File: src/rtl/ngde_pkg.sv
package ngde_pkg;

    // register widths
    localparam int THR_W      = 23;
    localparam int SLOPE_W    = 16;
    localparam int COEF_W     = 24;
    localparam int ENV_W      = 32;
    localparam int CFG_DATA_W = 24;
    localparam int CFG_IDX_W  = 2;

    // gain is q1.16, log values carry 16 fraction bits
    localparam int GAIN_W         = 17;
    localparam int LOGF_W         = 16;
    localparam int GAIN_SHIFT_MAX = 16;

    // shared multiplier: signed 33 x 33
    localparam int MUL_W  = 33;
    localparam int PROD_W = 2 * MUL_W;

    // q1.30 working values of the log and exp iterations, q0.30 roots
    localparam int Y_W    = 31;
    localparam int ROOT_W = 30;

    typedef enum logic [CFG_IDX_W-1:0] {
        REG_THRESHOLD = 2'd0,
        REG_SLOPE     = 2'd1,
        REG_ATTACK    = 2'd2,
        REG_RELEASE   = 2'd3
    } cfg_reg_t;

    localparam logic [THR_W-1:0]   THR_RESET     = 23'd265271;
    localparam logic [SLOPE_W-1:0] SLOPE_RESET   = 16'd58982;
    localparam logic [COEF_W-1:0]  ATTACK_RESET  = 24'd16739215;
    localparam logic [COEF_W-1:0]  RELEASE_RESET = 24'd16773412;

    localparam logic [GAIN_W-1:0]  UNITY_GAIN    = 17'd65536;

    // integer square root, bit pair at a time
    function automatic longint unsigned int_sqrt(input longint unsigned x);
        longint unsigned v;
        longint unsigned r;
        longint unsigned b;
        v = x;
        r = 64'd0;
        b = 64'h4000_0000_0000_0000;
        for (int k = 0; k < 32; k++) begin
            if (b > v)
                b = b >> 2;
        end
        for (int k = 0; k < 32; k++) begin
            if (b != 64'd0) begin
                if (v >= r + b) begin
                    v = v - (r + b);
                    r = (r >> 1) + b;
                end else begin
                    r = r >> 1;
                end
                b = b >> 2;
            end
        end
        return r;
    endfunction

    // q0.30 root 2^(-2^-(t+1)), from repeated square roots of one half
    function automatic logic [ROOT_W-1:0] exp_root(input int t);
        longint unsigned c;
        c = 64'd1 << 29;
        for (int k = 0; k <= t; k++)
            c = int_sqrt(c << 30);
        return ROOT_W'(c);
    endfunction

endpackage

File: src/rtl/noise_gate_downward_expander.sv
// paths: a request whose envelope is zero or at or above the threshold goes straight to the output
// multiply; below the threshold it passes through the two log iterations, the slope multiply and
// the exp iteration, which is skipped when the gain shift passes 16
// throughput: one request in flight; s_tready returns in the cycle the result appears, and no new
// request is taken before then; the two 17-step log iterations on the shared multiplier dominate
// reset: asynchronous, active low; envelope cleared, registers to reset values, no result pending
module noise_gate_downward_expander #(
    parameter int SAMPLE_WIDTH    = 24,
    parameter int TABLE_ADDR_BITS = 8
) (
    input  logic                                     clk,
    input  logic                                     rst_n,

    // configuration write port
    input  logic                                     cfg_we,
    input  logic [ngde_pkg::CFG_IDX_W-1:0]           cfg_index,
    input  logic [ngde_pkg::CFG_DATA_W-1:0]          cfg_data,

    // incoming sample stream
    input  logic                                     s_tvalid,
    output logic                                     s_tready,
    input  logic [((SAMPLE_WIDTH+7)/8)*8-1:0]        s_tdata,   // [SAMPLE_WIDTH-1:0] sample_in

    // outgoing sample stream
    output logic                                     m_tvalid,
    input  logic                                     m_tready,
    output logic [((SAMPLE_WIDTH+7)/8)*8-1:0]        m_tdata    // [SAMPLE_WIDTH-1:0] sample_out
);

    import ngde_pkg::*;

    localparam int TDATA_W  = ((SAMPLE_WIDTH + 7) / 8) * 8;
    localparam int ENV_FRAC = ENV_W - SAMPLE_WIDTH;
    // threshold moved into envelope units can be wider than the envelope
    localparam int THRQ_W   = THR_W + ENV_FRAC;
    localparam int LOG_IN_W = (THRQ_W > ENV_W) ? THRQ_W : ENV_W;
    localparam int POS_W    = $clog2(LOG_IN_W);
    localparam int LOG_W    = POS_W + LOGF_W;
    localparam int B        = TABLE_ADDR_BITS;
    localparam int RI_W     = $clog2(B);
    localparam int LOG_STEPS = LOGF_W;
    localparam int CNT_MAX  = (B > LOG_STEPS) ? B : LOG_STEPS;
    localparam int CNT_W    = $clog2(CNT_MAX + 1);
    localparam int ACC_W    = COEF_W + ENV_W;
    localparam int ESUM_W   = ACC_W + 2;
    localparam int DS_W     = LOG_W + SLOPE_W + 1;

    localparam logic [SAMPLE_WIDTH-2:0] MAG_MAX  = {(SAMPLE_WIDTH-1){1'b1}};
    localparam logic [Y_W-1:0]          ONE_Q30  = Y_W'(1) << 30;

    typedef enum logic [3:0] {
        ST_IDLE,
        ST_ENV_SEL,
        ST_ENV_MUL_A,
        ST_ENV_MUL_B,
        ST_ENV_SUM,
        ST_CHECK,
        ST_LOG_PREP,
        ST_LOG_LOOP,
        ST_SLOPE_MUL,
        ST_EXP_PREP,
        ST_EXP_LOOP,
        ST_OUT_MUL,
        ST_OUT_WAIT
    } state_t;

    // control state
    state_t                    state_reg,    state_next;
    logic                      m_tvalid_reg, m_tvalid_next;
    logic [TDATA_W-1:0]        m_tdata_reg,  m_tdata_next;
    logic [ENV_W-1:0]          env_reg,      env_next;
    logic [CNT_W-1:0]          cnt_reg,      cnt_next;
    logic                      which_reg,    which_next;   // low: threshold log, high: envelope
    logic [THR_W-1:0]          thr_reg,      thr_next;
    logic [SLOPE_W-1:0]        slope_reg,    slope_next;
    logic [COEF_W-1:0]         att_reg,      att_next;
    logic [COEF_W-1:0]         rel_reg,      rel_next;

    // datapath
    logic signed [SAMPLE_WIDTH-1:0] samp_reg, samp_next;
    logic [ENV_W-1:0]          magq_reg,   magq_next;
    logic [COEF_W-1:0]         coef_reg,   coef_next;
    logic [ACC_W-1:0]          acc_reg,    acc_next;
    logic signed [PROD_W-1:0]  prod_reg,   prod_next;
    logic [LOG_IN_W-1:0]       logx_reg,   logx_next;
    logic [POS_W-1:0]          p_reg,      p_next;
    logic [Y_W-1:0]            y_reg,      y_next;
    logic [LOGF_W-1:0]         rlog_reg,   rlog_next;
    logic [LOG_W-1:0]          lt_reg,     lt_next;
    logic [LOG_W-1:0]          d_reg,      d_next;
    logic [POS_W-1:0]          n_reg,      n_next;
    logic [B-1:0]              jsh_reg,    jsh_next;
    logic                      jbit_reg,   jbit_next;
    logic [Y_W-1:0]            rexp_reg,   rexp_next;
    logic [GAIN_W-1:0]         gain_reg,   gain_next;

    // shared multiplier
    logic signed [MUL_W-1:0]   mul_a;
    logic signed [MUL_W-1:0]   mul_b;
    logic signed [PROD_W-1:0]  mul_p;
    logic                      mul_en;

    // input magnitude
    logic signed [SAMPLE_WIDTH-1:0] sample_in;
    logic [SAMPLE_WIDTH-1:0]   samp_neg;
    logic [SAMPLE_WIDTH-1:0]   samp_abs;
    logic [SAMPLE_WIDTH-2:0]   mag_sat;
    logic [ENV_W-1:0]          magq_in;

    // envelope update
    logic [COEF_W:0]           coef_cmp;
    logic [ESUM_W-1:0]         env_sum;
    logic [LOG_IN_W-1:0]       thrq;
    logic [LOG_IN_W-1:0]       env_ext;

    // log step
    logic [POS_W-1:0]          p_enc;
    logic [POS_W-1:0]          norm_sh;
    logic [LOG_IN_W-1:0]       x_norm;
    logic [Y_W-1:0]            y_start;
    logic                      sq_bit;
    logic [Y_W-1:0]            y_norm;
    logic [Y_W-1:0]            y_cur;
    logic [LOGF_W-1:0]         rlog_step;
    logic [LOG_W-1:0]          log_val;

    // exponent step
    logic [DS_W-1:0]           e_sum;
    logic [LOG_W-1:0]          e_val;
    logic [POS_W-1:0]          e_int;
    logic [B-1:0]              e_idx;
    logic [ROOT_W-1:0]         root_tab [B];
    logic [RI_W-1:0]           root_idx;
    logic [Y_W-1:0]            r_cur;
    logic [ENV_W-1:0]          r_round;
    logic [GAIN_W-1:0]         gain_calc;

    // output rounding
    logic signed [PROD_W-1:0]  out_rnd;

    assign s_tready = (state_reg == ST_IDLE);
    assign m_tvalid = m_tvalid_reg;
    assign m_tdata  = m_tdata_reg;

    // constant roots of the exp product, one per index bit
    for (genvar g = 0; g < B; g++) begin : g_root
        assign root_tab[g] = exp_root(g);
    end

    assign mul_p = mul_a * mul_b;

    // magnitude of the incoming sample, most negative code saturates
    assign sample_in = $signed(s_tdata[SAMPLE_WIDTH-1:0]);
    assign samp_neg  = -s_tdata[SAMPLE_WIDTH-1:0];
    assign samp_abs  = sample_in[SAMPLE_WIDTH-1] ? samp_neg : s_tdata[SAMPLE_WIDTH-1:0];
    assign mag_sat   = samp_abs[SAMPLE_WIDTH-1] ? MAG_MAX : samp_abs[SAMPLE_WIDTH-2:0];
    assign magq_in   = ENV_W'(mag_sat) << ENV_FRAC;

    // one-pole envelope: a*env + (1-a)*mag, rounded back to q.8
    assign coef_cmp = (COEF_W+1)'(1) << COEF_W;
    assign env_sum  = ESUM_W'(acc_reg) + ESUM_W'(prod_reg[ACC_W:0])
                    + (ESUM_W'(1) << (COEF_W - 1));
    assign thrq     = LOG_IN_W'(thr_reg) << ENV_FRAC;
    assign env_ext  = LOG_IN_W'(env_reg);

    // leading one of the log operand
    always_comb
    begin
        p_enc = '0;
        for (int i = 0; i < LOG_IN_W; i++) begin
            if (logx_reg[i])
                p_enc = POS_W'(i);
        end
    end

    assign norm_sh = POS_W'(LOG_IN_W - 1) - p_enc;
    assign x_norm  = logx_reg << norm_sh;
    // mantissa 1.i in q1.30, index bits taken just below the leading one
    assign y_start = Y_W'(x_norm[LOG_IN_W-1 -: B+1]) << (30 - B);

    // squaring step: a result of two or more halves and yields a one bit
    assign sq_bit    = prod_reg[61];
    assign y_norm    = sq_bit ? prod_reg[61:31] : prod_reg[60:30];
    assign y_cur     = (cnt_reg == '0) ? y_reg : y_norm;
    assign rlog_step = (cnt_reg == '0) ? '0 : {rlog_reg[LOGF_W-2:0], sq_bit};
    assign log_val   = {p_reg, rlog_step};

    // scaled log difference, split into shift and table index
    assign e_sum = DS_W'(prod_reg[LOG_W+SLOPE_W-1:0]) + (DS_W'(1) << (LOGF_W - 1));
    assign e_val = e_sum[LOG_W+LOGF_W-1:LOGF_W];
    assign e_int = e_val[LOG_W-1:LOGF_W];
    assign e_idx = e_val[LOGF_W-1 -: B];

    // product of roots, one bit of the index per step
    assign root_idx  = (cnt_reg == CNT_W'(B)) ? '0 : cnt_reg[RI_W-1:0];
    assign r_cur     = (cnt_reg == '0) ? ONE_Q30 : (jbit_reg ? prod_reg[60:30] : rexp_reg);
    assign r_round   = ENV_W'(r_cur) + ENV_W'(32'd8192);
    assign gain_calc = r_round[30:14] >> n_reg;

    assign out_rnd = prod_reg + PROD_W'(32768);

    always_comb
    begin
        state_next    = state_reg;
        m_tvalid_next = m_tvalid_reg && !m_tready;
        m_tdata_next  = m_tdata_reg;
        env_next      = env_reg;
        cnt_next      = cnt_reg;
        which_next    = which_reg;
        thr_next      = thr_reg;
        slope_next    = slope_reg;
        att_next      = att_reg;
        rel_next      = rel_reg;

        samp_next  = samp_reg;
        magq_next  = magq_reg;
        coef_next  = coef_reg;
        acc_next   = acc_reg;
        logx_next  = logx_reg;
        p_next     = p_reg;
        y_next     = y_reg;
        rlog_next  = rlog_reg;
        lt_next    = lt_reg;
        d_next     = d_reg;
        n_next     = n_reg;
        jsh_next   = jsh_reg;
        jbit_next  = jbit_reg;
        rexp_next  = rexp_reg;
        gain_next  = gain_reg;

        mul_en = 1'b0;
        mul_a  = '0;
        mul_b  = '0;

        // register writes are for the user to make only while idle; the block does not enforce it
        if (cfg_we) begin
            case (cfg_reg_t'(cfg_index))
                REG_THRESHOLD: thr_next   = cfg_data[THR_W-1:0];
                REG_SLOPE:     slope_next = cfg_data[SLOPE_W-1:0];
                REG_ATTACK:    att_next   = cfg_data[COEF_W-1:0];
                REG_RELEASE:   rel_next   = cfg_data[COEF_W-1:0];
                default:       ;
            endcase
        end

        case (state_reg)
            ST_IDLE:
            begin
                if (s_tvalid) begin
                    samp_next  = sample_in;
                    magq_next  = magq_in;
                    state_next = ST_ENV_SEL;
                end
            end

            // attack weight only while the magnitude is above the envelope
            ST_ENV_SEL:
            begin
                coef_next  = (magq_reg > env_reg) ? att_reg : rel_reg;
                state_next = ST_ENV_MUL_A;
            end

            ST_ENV_MUL_A:
            begin
                mul_en     = 1'b1;
                mul_a      = $signed(MUL_W'(coef_reg));
                mul_b      = $signed(MUL_W'(env_reg));
                state_next = ST_ENV_MUL_B;
            end

            ST_ENV_MUL_B:
            begin
                acc_next   = prod_reg[ACC_W-1:0];
                mul_en     = 1'b1;
                mul_a      = $signed(MUL_W'(coef_cmp - (COEF_W+1)'(coef_reg)));
                mul_b      = $signed(MUL_W'(magq_reg));
                state_next = ST_ENV_SUM;
            end

            ST_ENV_SUM:
            begin
                env_next   = env_sum[ENV_W+COEF_W-1:COEF_W];
                state_next = ST_CHECK;
            end

            // zero envelope shuts the gate, at or above threshold passes unity
            ST_CHECK:
            begin
                if (env_reg == '0) begin
                    gain_next  = '0;
                    state_next = ST_OUT_MUL;
                end else if (env_ext >= thrq) begin
                    gain_next  = UNITY_GAIN;
                    state_next = ST_OUT_MUL;
                end else begin
                    logx_next  = thrq;
                    which_next = 1'b0;
                    state_next = ST_LOG_PREP;
                end
            end

            ST_LOG_PREP:
            begin
                p_next     = p_enc;
                y_next     = y_start;
                cnt_next   = '0;
                state_next = ST_LOG_LOOP;
            end

            // one squaring per cycle, a fraction bit falls out of each
            ST_LOG_LOOP:
            begin
                mul_en    = 1'b1;
                mul_a     = $signed(MUL_W'(y_cur));
                mul_b     = $signed(MUL_W'(y_cur));
                rlog_next = rlog_step;
                cnt_next  = cnt_reg + CNT_W'(1);
                if (cnt_reg == CNT_W'(LOG_STEPS)) begin
                    cnt_next = '0;
                    if (!which_reg) begin
                        lt_next    = log_val;
                        which_next = 1'b1;
                        logx_next  = env_ext;
                        state_next = ST_LOG_PREP;
                    end else begin
                        d_next     = lt_reg - log_val;
                        state_next = ST_SLOPE_MUL;
                    end
                end
            end

            ST_SLOPE_MUL:
            begin
                mul_en     = 1'b1;
                mul_a      = $signed(MUL_W'(d_reg));
                mul_b      = $signed(MUL_W'(slope_reg));
                state_next = ST_EXP_PREP;
            end

            // deep attenuation gives zero gain outright
            ST_EXP_PREP:
            begin
                n_next   = e_int;
                jsh_next = e_idx;
                cnt_next = '0;
                if (e_int > POS_W'(GAIN_SHIFT_MAX)) begin
                    gain_next  = '0;
                    state_next = ST_OUT_MUL;
                end else begin
                    state_next = ST_EXP_LOOP;
                end
            end

            ST_EXP_LOOP:
            begin
                mul_en    = 1'b1;
                mul_a     = $signed(MUL_W'(r_cur));
                mul_b     = $signed(MUL_W'(root_tab[root_idx]));
                rexp_next = r_cur;
                jbit_next = jsh_reg[B-1];
                jsh_next  = jsh_reg << 1;
                cnt_next  = cnt_reg + CNT_W'(1);
                if (cnt_reg == CNT_W'(B)) begin
                    cnt_next   = '0;
                    gain_next  = gain_calc;
                    state_next = ST_OUT_MUL;
                end
            end

            ST_OUT_MUL:
            begin
                mul_en     = 1'b1;
                mul_a      = MUL_W'(samp_reg);
                mul_b      = $signed(MUL_W'(gain_reg));
                state_next = ST_OUT_WAIT;
            end

            // hold the product until the output register is free
            ST_OUT_WAIT:
            begin
                if (!m_tvalid_reg || m_tready) begin
                    m_tdata_next  = TDATA_W'(out_rnd[SAMPLE_WIDTH+15:16]);
                    m_tvalid_next = 1'b1;
                    state_next    = ST_IDLE;
                end
            end

            default:
            begin
                state_next = ST_IDLE;
            end
        endcase
    end

    assign prod_next = mul_en ? mul_p : prod_reg;

    always_ff @(posedge clk or negedge rst_n)
    begin
        if (!rst_n) begin
            state_reg    <= ST_IDLE;
            m_tvalid_reg <= 1'b0;
            m_tdata_reg  <= '0;
            env_reg      <= '0;
            cnt_reg      <= '0;
            which_reg    <= 1'b0;
            thr_reg      <= THR_RESET;
            slope_reg    <= SLOPE_RESET;
            att_reg      <= ATTACK_RESET;
            rel_reg      <= RELEASE_RESET;
        end else begin
            state_reg    <= state_next;
            m_tvalid_reg <= m_tvalid_next;
            m_tdata_reg  <= m_tdata_next;
            env_reg      <= env_next;
            cnt_reg      <= cnt_next;
            which_reg    <= which_next;
            thr_reg      <= thr_next;
            slope_reg    <= slope_next;
            att_reg      <= att_next;
            rel_reg      <= rel_next;
        end
    end

    always_ff @(posedge clk)
    begin
        samp_reg <= samp_next;
        magq_reg <= magq_next;
        coef_reg <= coef_next;
        acc_reg  <= acc_next;
        prod_reg <= prod_next;
        logx_reg <= logx_next;
        p_reg    <= p_next;
        y_reg    <= y_next;
        rlog_reg <= rlog_next;
        lt_reg   <= lt_next;
        d_reg    <= d_next;
        n_reg    <= n_next;
        jsh_reg  <= jsh_next;
        jbit_reg <= jbit_next;
        rexp_reg <= rexp_next;
        gain_reg <= gain_next;
    end

endmodule

File: config.mk
export PLATFORM = sky130hd
export DESIGN_NAME = noise_gate_downward_expander
export DESIGN_NICKNAME = d
export VERILOG_FILES = /design/src/rtl/ngde_pkg.sv /design/src/rtl/noise_gate_downward_expander.sv
export SDC_FILE = /design/constraint.sdc
export NUM_CORES = 2
export LEC_CHECK = 0
export BUFFER_PORTS_ARGS = -buffer_cell sky130_fd_sc_hd__clkbuf_2
export CAP_MARGIN = 20
export CORE_MARGIN = 4
export CORE_UTILIZATION = 65
export DETAILED_ROUTE_END_ITERATION = 8
export MAX_ROUTING_LAYER = met4
export PLACE_DENSITY_LB_ADDON = 0.08
export SYNTH_ARGS = -nofsm -noshare
export SYNTH_HDL_FRONTEND = slang
export SYNTH_SLANG_ARGS = --single-unit
File: constraint.sdc
create_clock -name clk -period 13 [get_ports clk]
set_clock_uncertainty 0.05 [all_clocks]
set_input_delay 1.3 -clock clk [delete_from_list [all_inputs] [get_ports clk]]
set_output_delay 1.3 -clock clk [all_outputs]
set_load 0.05 [all_outputs]
==> impl_metrics.py <==
metrics = {
    "clocking": {
        "clockRootBuffer": "clkbuf_16",
        "ctsResizeCount": 0,
        "clockBufferDepth": 3,
        "cts_sinks": 508,
        "cts_tree": "built",
        "clock_latency_ps": 650,
        "cts_buffers": 51,
        "post-cts-setup-buffers": 0,
        "cts_max_level": 2,
        "cts.clk_slew.worst_paths_ps": 60,
        "holdBufCountCts": 0,
    },
    "worst_setup_path": {
        "crit_family": "adder cells",
        "cp-start-kind": "flop",
        "end_kind": "flop",
        "cpPeakStageDelay_ps": 790,
        "cp_max_fo": 14,
        "crit_top_cell": "fa_1",
        "worstPathArrival_ps": 12380,
        "critPathKind": "flop to flop",
        "cp_slowest_cell": "or4b_2",
        "crit_buf_inv": 7,
        "required_ps": 13320,
    },
    "die": {
        "pin_count": 81,
        "dieArea_um2": 103000,
        "die_x_um": 321,
        "start_util_pct": 65.8,
        "rows": 114,
        "die_y_um": 321,
        "core_area_um2": 97000,
    },
    "synthesis": {
        "synth_edf_count": 354,
        "yosysTopAreaCell": "fa_1",
        "syn_area_um2": 63800,
        "synth_cell_types": 90,
        "syn_avg_cell_area_um2": 9.65,
        "synth_top_area_share_pct": 33.1,
        "synth_flop_cell": "edfxtp_1",
        "synth-seq-cells": 508,
        "synth_most_common_cell": "inv_1",
        "ys_top_cells_by_area": "fa_1, edfxtp_1, inv_1",
        "async_flop_share_pct": 30.3,
        "syn_inst": 6608,
        "synthTopCellsByCount": "inv_1, fa_1, nor2_1, nand2_1, ha_1",
        "seq_area_frac_synth_pct": 22.8,
        "yosysWarningCount": 0,
    },
    "timing": {
        "rsz0062_at_grt": "false",
        "slew_headroom_pct": 21.2,
        "finalHoldViolCount": 0,
        "slew_viol_final": 0,
        "worstMarginPinSlew_ps": 1180,
        "fin_tns_setup_ps": 0,
        "setup_violations": 0,
        "fmax_mhz": 82.9,
        "fin_crit_sh_pct": 92.8,
        "post-route-min-period_ps": 12060,
    },
    "grt": {
        "grt_pass1_wl_um": 311000,
        "track_usage_pct": 41.9,
        "grt_max_degree": 88,
        "antenna_found_initial": 9,
        "overflow": 0,
        "grt_pass1_vias": 50318,
    },
    "finish": {
        "nFillCells": 7588,
        "areaGrowthSynthToFinish_pct": 6.56,
        "fin_nets": 8101,
        "drive_above_1_share_pct": 8.79,
        "largest_reg_flops": 62,
        "multi_input_area_um2": 43800,
        "final-seq-area_um2": 14500,
    },
    "drt": {
        "vias_per_cell": 6.18,
        "drc": 0,
        "detailedRoute.firstPassIterationCount": 7,
        "ant_nets": 0,
        "dr.first_iter.drc_count": 5660,
        "routed_wl_um": 206000,
        "wl_per_cell_um": 25.9,
        "vias": 49182,
    },
    "place": {
        "gp_congestion": 1.09,
        "place_hpwl_um": 167000,
        "portBuffers": 80,
    },
    "status": {
        "outcome": "completed",
    },
    "hold_path": {
        "hp-class": "flop to flop",
    },
    "job": {
        "cap_violations": 0,
    },
}
-- worst register-to-register path, delay by kind of cell, from the launching register on --
family	cells	cell delay (ps)
compound gates	11	3170
fa+ha+maj	10	4750
simple gates	6	2290
flops	1	560
buf+inv	7	1000
-- path summary, 6_finish.rpt --
path / slack, ps / start / endpoint / cells past startpoint
min reg2reg: 400 / prod_reg[9]$_DFFE_PP_ / acc_reg[9]$_DFFE_PP_ / 0
max in group asynchronous: 10680 / rst_n / env_ext[31]$_DFFE_PN0P_ / 2
min in group asynchronous: 710 / rst_n / m_tdata[12]$_DFFE_PN0P_ / 1
max: 940 / cnt_reg[0]$_DFFE_PN0P_ / prod_reg[59]$_DFFE_PP_ / 34
min: 400 / prod_reg[9]$_DFFE_PP_ / acc_reg[9]$_DFFE_PP_ / 0
max reg2reg: 940 / cnt_reg[0]$_DFFE_PN0P_ / prod_reg[59]$_DFFE_PP_ / 34
-- layer usage --
layer	global-route usage (%)	vias to the layer above	share of wire, %
met5	-	-	0
met4	22.4	0	7.1
met3	10.4	663	12
met2	60.1	2897	43
met1	55.4	24683	38
li1	-	20939	-
-- final cells by class --
| cell class | instances | area share [%] |
|---|---|---|
| tap | 1276 | 2.35 |
| sequential | 508 | 21.4 |
| clock inverter | 30 | 0.457 |
| inverter | 1256 | 6.94 |
| clock buffer | 65 | 2.00 |
| timing repair buffer | 235 | 2.35 |
| antenna | 7 | 0.0258 |
| multi-input combinational | 4575 | 64.5 |
-- stage by stage --
step	setup slack, ps	hold WS, ps	util (%)	instances	area [um2]
6_report	941	405	70.1	7952	68000
5_1_grt	539	422	70.1	7951	68000
4_1_cts	1230	405	70.0	7943	67900
3_5_place_dp	1300	390	68.3	7848	66200
3_3_place_gp	1560	389	68.3	7848	66200
2_1_floorplan	2100	350	-	6637	63900
-- cell families after synthesis --
logic type               Yosys count  synth area share, %
multiplexers                     248                 4.13
buffers and inverters           1554                 9.23
flip-flops                       508                 22.8
adder cells (fa/ha/maj)         1419                 40.2
AO/OA/AOI/OAI                    774                 8.02
other                              2               0.0118
XOR/XNOR                         193                 2.65
AND/OR/NAND/NOR                 1910                 12.9
-- placed cells by master, fill, tap and decap left out, types with 54 or more instances in the layout --
cell type and count:
a21o_1 69, a21oi_1 167, buf_4 152, clkbuf_2 81
dfrtp_1 104, edfxtp_1 354, fa_1 1053, ha_1 366
inv_1 1253, mux2_2 120, mux2i_1 128, nand2_1 654
nand2b_1 54, nand3_1 64, nor2_1 816, o21ai_0 217
xnor2_1 118, xor2_1 75
Power is not shown: default switching activity piles up to over one toggle a cycle in this logic, so the estimate is an artifact.
